<file path="src/rtl/shifted_delta_cepstra_unit_defines.svh">
// ----------------------------------------------------------------------------
// Shifted delta cepstra unit: assertion macros
// Shared concurrent assertion forms, clocked on i_clk, off while in reset.
// ----------------------------------------------------------------------------
`ifndef SHIFTED_DELTA_CEPSTRA_UNIT_DEFINES_SVH
`define SHIFTED_DELTA_CEPSTRA_UNIT_DEFINES_SVH

// same-cycle implication
`define SDC_ASSERT_NOW(lbl, ante, cons, msg) \
    lbl: assert property (@(posedge i_clk) disable iff (!i_rst_n) (ante) |-> (cons)) \
        else $error(msg);

// next-cycle implication
`define SDC_ASSERT_NEXT(lbl, ante, cons, msg) \
    lbl: assert property (@(posedge i_clk) disable iff (!i_rst_n) (ante) |=> (cons)) \
        else $error(msg);

`endif

</file>
<file path="src/rtl/sdc_pkg.sv">
// ----------------------------------------------------------------------------
// sdc_pkg
// Types, constants and codes shared by the shifted delta cepstra unit.
// ----------------------------------------------------------------------------
`default_nettype none

package sdc_pkg;

    localparam int WINDOW_FRAMES = 128;
    localparam int MAX_COEFS     = 8;
    localparam int VALUE_BITS    = 24;

    localparam int SLOT_BITS  = (WINDOW_FRAMES > 1) ? $clog2(WINDOW_FRAMES) : 1;
    localparam int COEF_BITS  = (MAX_COEFS > 1) ? $clog2(MAX_COEFS) : 1;
    localparam int ADDR_BITS  = SLOT_BITS + COEF_BITS;
    localparam int STORE_DEPTH = WINDOW_FRAMES * MAX_COEFS;
    localparam int DELTA_BITS = VALUE_BITS + 1;

    localparam int COUNT_BITS = 16;
    localparam int FRAME_BITS = COUNT_BITS + 1;
    localparam logic [COUNT_BITS-1:0] COUNT_MAX = '1;

    // command codes
    localparam logic [1:0] CMD_PUSH  = 2'd0;
    localparam logic [1:0] CMD_FLUSH = 2'd1;
    localparam logic [1:0] CMD_START = 2'd2;

    // register indexes
    localparam logic [1:0] REG_NUM_COEFS   = 2'd0;
    localparam logic [1:0] REG_DELTA_DIST  = 2'd1;
    localparam logic [1:0] REG_BLOCK_SHIFT = 2'd2;
    localparam logic [1:0] REG_NUM_BLOCKS  = 2'd3;

    typedef struct packed {
        logic [1:0]                   command;
        logic signed [VALUE_BITS-1:0] coef_value;
    } t_in;

    typedef struct packed {
        logic signed [DELTA_BITS-1:0] delta_value;
        logic [2:0]                   block_index;
        logic [2:0]                   coef_index;
        logic                         last;
    } t_out;

    // controller -> datapath
    typedef struct packed {
        logic push;
        logic start;
        logic emit_begin;
        logic rd;
        logic load;
    } t_dp_cmd;

    // datapath -> controller
    typedef struct packed {
        logic push_emit;
        logic flush_ok;
        logic out_free;
        logic item_last;
    } t_dp_stat;

endpackage

`default_nettype wire

</file>
<file path="src/rtl/sdc_ctrl.sv">
// ----------------------------------------------------------------------------
// sdc_ctrl
// Sequencer: takes input transactions, runs the read/load loop per result.
// ----------------------------------------------------------------------------
`default_nettype none

`include "shifted_delta_cepstra_unit_defines.svh"

module sdc_ctrl (
    input  wire logic              i_clk,
    input  wire logic              i_rst_n,
    input  wire logic              i_in_valid,
    input  wire logic [1:0]        i_command,
    output logic                   o_in_stall,
    input  wire sdc_pkg::t_dp_stat i_stat,
    output sdc_pkg::t_dp_cmd       o_cmd
);
    import sdc_pkg::*;

    localparam logic [1:0] ST_IDLE = 2'd0;
    localparam logic [1:0] ST_READ = 2'd1;
    localparam logic [1:0] ST_LOAD = 2'd2;

    logic [1:0] r_state;
    logic [1:0] n_state;

    always_comb begin
        n_state    = r_state;
        o_cmd      = '0;
        o_in_stall = (r_state != ST_IDLE);
        unique case (r_state)
            ST_IDLE: begin
                if (i_in_valid) begin
                    unique case (i_command)
                        CMD_PUSH: begin
                            o_cmd.push = 1'b1;
                            if (i_stat.push_emit) begin
                                o_cmd.emit_begin = 1'b1;
                                n_state          = ST_READ;
                            end
                        end
                        CMD_FLUSH: begin
                            if (i_stat.flush_ok) begin
                                o_cmd.emit_begin = 1'b1;
                                n_state          = ST_READ;
                            end
                        end
                        CMD_START: begin
                            o_cmd.start = 1'b1;
                        end
                        default: ;
                    endcase
                end
            end
            ST_READ: begin
                o_cmd.rd = 1'b1;
                n_state  = ST_LOAD;
            end
            ST_LOAD: begin
                if (i_stat.out_free) begin
                    o_cmd.load = 1'b1;
                    n_state    = i_stat.item_last ? ST_IDLE : ST_READ;
                end
            end
            default: begin
                n_state = ST_IDLE;
            end
        endcase
    end

    always_ff @(posedge i_clk) begin
        if (!i_rst_n) begin
            r_state <= ST_IDLE;
        end else begin
            r_state <= n_state;
        end
    end

    `SDC_ASSERT_NEXT(a_read_then_load, r_state == ST_READ, r_state == ST_LOAD, "read not followed by load")
    `SDC_ASSERT_NEXT(a_load_holds, (r_state == ST_LOAD) && !i_stat.out_free, r_state == ST_LOAD, "left load with output busy")

endmodule

`default_nettype wire

</file>
<file path="config.mk">
export PLATFORM = sky130hd
export DESIGN_NAME = sdc_ctrl
export DESIGN_NICKNAME = d
export VERILOG_FILES = /design/src/rtl/sdc_pkg.sv /design/src/rtl/sdc_ctrl.sv
export VERILOG_INCLUDE_DIRS = /design/src /design/src/rtl
export SDC_FILE = /design/constraint.sdc
export NUM_CORES = 1
export LEC_CHECK = 0
export BUFFER_PORTS_ARGS = -buffer_cell sky130_fd_sc_hd__buf_2
export CORE_AREA = 2 2 39 41
export DETAILED_ROUTE_END_ITERATION = 12
export DIE_AREA = 0 0 41 43
export PLACE_DENSITY = 0.3
export RECOVER_POWER = 25
export SYNTH_ARGS = -nofsm -noshare
export SYNTH_HDL_FRONTEND = slang
export SYNTH_SLANG_ARGS = --single-unit
</file>
<file path="constraint.sdc">
create_clock -name i_clk -period 2.9 [get_ports i_clk]
set_input_delay 0 -clock i_clk [delete_from_list [all_inputs] [get_ports i_clk]]
set_output_delay 0 -clock i_clk [all_outputs]
set_load 0.005 [all_outputs]
</file>
==> impl_metrics.yaml, run 1 <==
outcome:
  status: "finished, final reports clean"
synthesis:
  avgSynthCellArea_sq_um: 9.93
  ys_types: 11
  synth_seq_cells: 2
  syn_area_sq_um: 149
  ys_seq_area_share_pct: 26.9
  syn_nets: 24
  synth_cells: 15
  ys_warn_count: 0
clock_tree:
  path_clk_slew_ps: 30
  ctsHtreeMaxLevel: 1
  cts_tree: "built"
  cts_setup_buffers: 0
  ctsLongestPathBuffers: 2
  clock_latency_ps: 220
  cts_made_buffers: 3
  clock_sinks: 2
  clock-root-buffer: "clkbuf_4"
grt:
  grt_usage_pct: 6.01
  grt_overflow: 0
  grt_pass1_vias: 180
  grt_pass1_wl_um: 703
  antenna_found_initial: 0
  grt_max_degree: 6
placed_design:
  hpwl_um: 372
  place_inst: 44
  gp_congestion: 0.557
  dpl_cell_area_sq_um: 231
  preCtsSetupSlack_ps: 1760
  portBuffers: 14
timing:
  max_freq_ghz: 0.770
  skew_ps: 4.33
  maxSlewHeadroom_pct: 83.2
  setup-tns-final_ps: 0
  fin_ws_ps: 1600
  holdWs_ps: 92.3
  timing.final.crit_share_pct: 44.8
  setup-violations-final: 0
  worst_pin_slew_ps: 245
  rsz0062_at_grt: "no"
  slew_violations: 0
  hold_violations: 0
  final.min_clock_period_ps: 1300
routing:
  post_drt_wl_per_cell_um: 8.46
  vias_per_cell: 3.46
  vias: 166
  antenna_left: 0
  dr.pass1.iters: 2
  drtIter0Drc: 2
  drc_errors: 0
  routed_wl_um: 406
critical_path:
  path_class: "reg -> out"
  slowest_stage: "or3b_4"
  cp-startpoint: "r_state[0]"
  critPathMaxFanout: 5
  cp.arrival_ps: 1300
  critPathMaxStageDelay_ps: 430
  critPathBufInv: 1
  path_delay_family: "simple AND/OR/NAND/NOR gates"
  crit_path_start_kind: "flop"
  cp-end-kind: "output pin"
  reg2reg_from: "r_state[0]"
  crit_chain: "or3b_4 > nor3b_1 > buf_2"
  required_ps: 2900
die:
  die_area_sq_um: 1760
  core.rowCount: 14
  dieWidth_um: 41
  io_pins: 15
  start_util_pct: 10.8
  coreArea_sq_um: 1380
  die_y_um: 43
pwr:
  power_density_nw_per_um2: 415
  leakagePower_nw: 0.135
  vdd_drop_max_mv: 0.103
  finalPower_uw: 109
hold_path:
  min_from: "i_stat[0]"
  hold_path_class: "in -> reg"
run:
  cap_violations: 0
final_layout:
  reg.largest.list: "r_state x2"
  drive_gt1_share_pct: 62.5
  largest_reg_flops: 2
  num-fill-cells: 158
  nets: 43
  largest_register: "r_state"
  stdcell_area_sq_um: 263
  syn2layout_area_growth_pct: 76.5
  utilization_pct: 19.0
  final-instance-count-excl-fill: 48
  num_antenna_cells: 0
-- synthesized netlist by cell type, drive strengths merged --
cell   count  area [sq um]
buf        1          7.51
mux2i      1          10.0
nor3       2          21.3
o21a       2          15.0
nor3b      2          15.0
or3b       1          11.3
nor2b      2          12.5
and3b      1          10.0
or2        1          6.26
dfxtp      2          40.0
-- logic make-up (layout without fill, tap and decap cells) --
logic type	after synthesis	after routing	share of synthesized area, %
buffers and inverters	1	18	5.04
DFF	2	2	26.9
AOI/OAI and AO/OA	2	2	10.1
muxes	1	1	6.72
and+or+nand+nor	9	9	51.3
-- cell usage in the layout (no fill, tap or decap), types with 2 or more instances in the layout --
cell type / n
clkbuf_4: 3
dfxtp_1: 2
o21a_1: 2
buf_2: 13
nor2b_1: 2
nor3b_1: 2
-- metal layers --
| layer | up-vias | GRT usage, % | share of wire (%) |
|---|---|---|---|
| li1 | 89 | - | - |
| met1 | 74 | 4.79 | 31 |
| met2 | 3 | 11.3 | 64 |
| met3 | 0 | 1.57 | 5.4 |
| met4 | 0 | 4.00 | 0 |
| met5 | - | 0 | 0 |
-- area by class of cell --
type                            count  area (sq um)  share of cell area, %
Clock buffer                        3          22.5                   8.57
Multi-Input combinational cell     12           101                   38.6
Sequential cell                     2          40.0                   15.2
Tap cell                           16          20.0                   7.62
Timing Repair Buffer               15          78.8                   30.0
-- worst paths after layout --
kind | end | slack [ps] | cells past startpoint
max | o_cmd[3] | 1600 | 3
max reg2reg | r_state[0] | 1780 | 3
min reg2reg | r_state[1] | 640 | 2
min | r_state[0] | 90 | 3
-- worst reg2reg max path: cells and delay by family, from the launching register on --
kind / cells / cell delay [ps]
compound gates: 1 / 130
flops: 1 / 320
simple gates: 2 / 610
-- repair_timing --
item | in CTS | in global routing
hold endpoints to repair | 1 | 0
gates resized for setup | 0 | 0
endpoints found under the setup margin | 0 | 0
hold buffers | 1 | 0
-- where the power goes --
part	total, mW	internal, mW	switching, mW	leakage (nW)
logic	0.0203	0.0120	0.00822	0.105
registers	0.0295	0.0286	0.000887	0.0162
clock network	0.0592	0.0455	0.0137	0.0138
total	0.109	0.0862	0.0228	0.135
Power figures use the tool's default switching activity.
==> inputs of run 2 (changes only) <==
- ABC_AREA: unset -> 1
- PLACE_DENSITY: 0.3 -> 0.32
- clock period: 2.9 -> 1.35 ns (I/O delays scaled with it)
==> impl_metrics.yaml, run 2 <==
outcome:
  status: "finished, final reports clean"
synthesis:
  synth_cells: 32
  synth_area_leaders: "dfxtp_1, inv_1, nand2_1"
  yosysTopAreaCell: "dfxtp_1"
  async_flop_share_pct: 0
  syn_area_sq_um: 174
  avgSynthCellArea_sq_um: 5.43
  synth_seq_cells: 2
  ys_types: 11
  syn_nets: 41
  synth-edff-count: 0
  ys_warn_count: 0
  synth_common_cells: "inv_1, nand2_1, nor2_1"
  netlist.area_leader.share_pct: 23.0
  synth_flop_cell: "dfxtp_1"
  ys_seq_area_share_pct: 23.0
routing:
  vias: 235
  routed_wl_um: 445
  post_drt_wl_per_cell_um: 6.85
  drc_errors: 0
  drtIter0Drc: 3
  dr.pass1.iters: 4
  vias_per_cell: 3.62
  antenna_left: 0
die:
  die_y_um: 43
  die_area_sq_um: 1760
  io_pins: 15
  core.rowCount: 14
  dieWidth_um: 41
  coreArea_sq_um: 1380
  start_util_pct: 12.6
timing:
  rsz0062_at_grt: "no"
  setup-tns-final_ps: 0
  maxSlewHeadroom_pct: 86.9
  max_freq_ghz: 0.971
  final.min_clock_period_ps: 1030
  worst_pin_slew_ps: 196
  setup-violations-final: 0
  skew_ps: 1.47
  timing.final.crit_share_pct: 76.3
  slew_violations: 0
  hold_violations: 0
critical_path:
  crit_chain: "nor2_2 > inv_2 > nor4_2 > buf_2"
  path_delay_family: "flip-flops"
  cp.arrival_ps: 1030
  path_class: "reg -> out"
  critPathMaxStageDelay_ps: 340
  critPathMaxFanout: 6
  critPathBufInv: 2
  slowest_stage: "dfxtp_1"
  cp-end-kind: "output pin"
  crit_path_start_kind: "flop"
  required_ps: 1350
final_layout:
  seq_area_sq_um: 40.0
  stdcell_area_sq_um: 289
  nets: 60
  num_antenna_cells: 0
  layout_commonest_cell: "buf_2"
  largest_reg_flops: 2
  syn2layout_area_growth_pct: 66.2
  layout_common_cells: "buf_2, inv_1, nand2_1"
  num-fill-cells: 167
  drive_gt1_share_pct: 42.9
  largest_register: "r_state"
  multi_input_area_sq_um: 92.6
  final-instance-count-excl-fill: 65
  reg.largest.list: "r_state x2"
hold_path:
  hold_path_class: "in -> reg"
clock_tree:
  clock_latency_ps: 220
  cts_made_buffers: 3
  cts_setup_buffers: 0
  hold_buffers: 1
  clock_sinks: 2
  post_cts_resized: 0
  cts_tree: "built"
  path_clk_slew_ps: 30
  ctsLongestPathBuffers: 2
  clock-root-buffer: "clkbuf_4"
  ctsHtreeMaxLevel: 1
grt:
  grt_usage_pct: 7.01
  grt_pass1_vias: 207
  antenna_found_initial: 0
  grt_overflow: 0
  grt_pass1_wl_um: 759
  grt_max_degree: 7
run:
  cap_violations: 0
pwr:
  leakagePower_nw: 0.190
  vdd_drop_max_mv: 0.247
  power_density_nw_per_um2: 989
placed_design:
  portBuffers: 14
  gp_congestion: 0.594
  dpl_cell_area_sq_um: 256
  place_inst: 61
  hpwl_um: 373
## run 2: cell count changes after synthesis, moves of 2 or more
cell / before / now
nor3b_1: 2 / 0
inv_2: 0 / 2
nor2_1: 0 / 6
nor2b_1: 2 / 0
nand3_1: 0 / 3
nand2_1: 0 / 7
inv_1: 0 / 7
o21a_1: 2 / 0
## run 2: worst register-to-register path: stages, from the launching register on
cell     delay, ps
dfxtp_1        410
nand3_1        130
o21ai_0         90
nand2_1         60
inv_1           50
## run 2: final timing paths
path | startpoint | slack (ps) | to | cells after the start
min reg2reg | r_state[0] | 580 | r_state[0] | 2
min | i_stat[0] | 100 | r_state[0] | 6
max reg2reg | r_state[1] | 570 | r_state[1] | 4
max | r_state[1] | 320 | o_cmd[4] | 4
## run 2: metal layers
layer	vias to the layer above	GRT usage [%]	wire [um]
li1	129	-	-
met1	89	7.01	201
met2	17	8.44	178
met3	0	6.28	65
met4	0	6.00	0
met5	-	0	0
## run 2: layout make-up
cell class                      count  area share (%)
Multi-Input combinational cell     20            32.0
Timing Repair Buffer               15            27.7
Sequential cell                     2            13.9
Inverter                            9            11.7
Clock buffer                        3            7.79
Tap cell                           16            6.93
## run 2: logic make-up after synthesis
| logic type | synth area share (%) |
|---|---|
| AOI/OAI and AO/OA | 5.75 |
| buffers and inverters | 23.7 |
| DFF | 23.0 |
| and+or+nand+nor | 47.5 |
## run 2: per-stage QoR
stage	util [%]	hold WS [ps]	power, mW	setup slack (ps)
floorplan	-	24.0	0.123	631
global placement	18.5	222	0.156	540
detailed placement	18.5	209	0.153	548
CTS	20.9	104	0.297	296
global route	20.9	119	0.320	221
finish	20.9	104	0.286	320
## run 2: power breakdown
part           switching, mW  internal [mW]
sequential           0.00712         0.0663
clock                 0.0344         0.0981
combinational         0.0426         0.0373
total                 0.0841          0.202
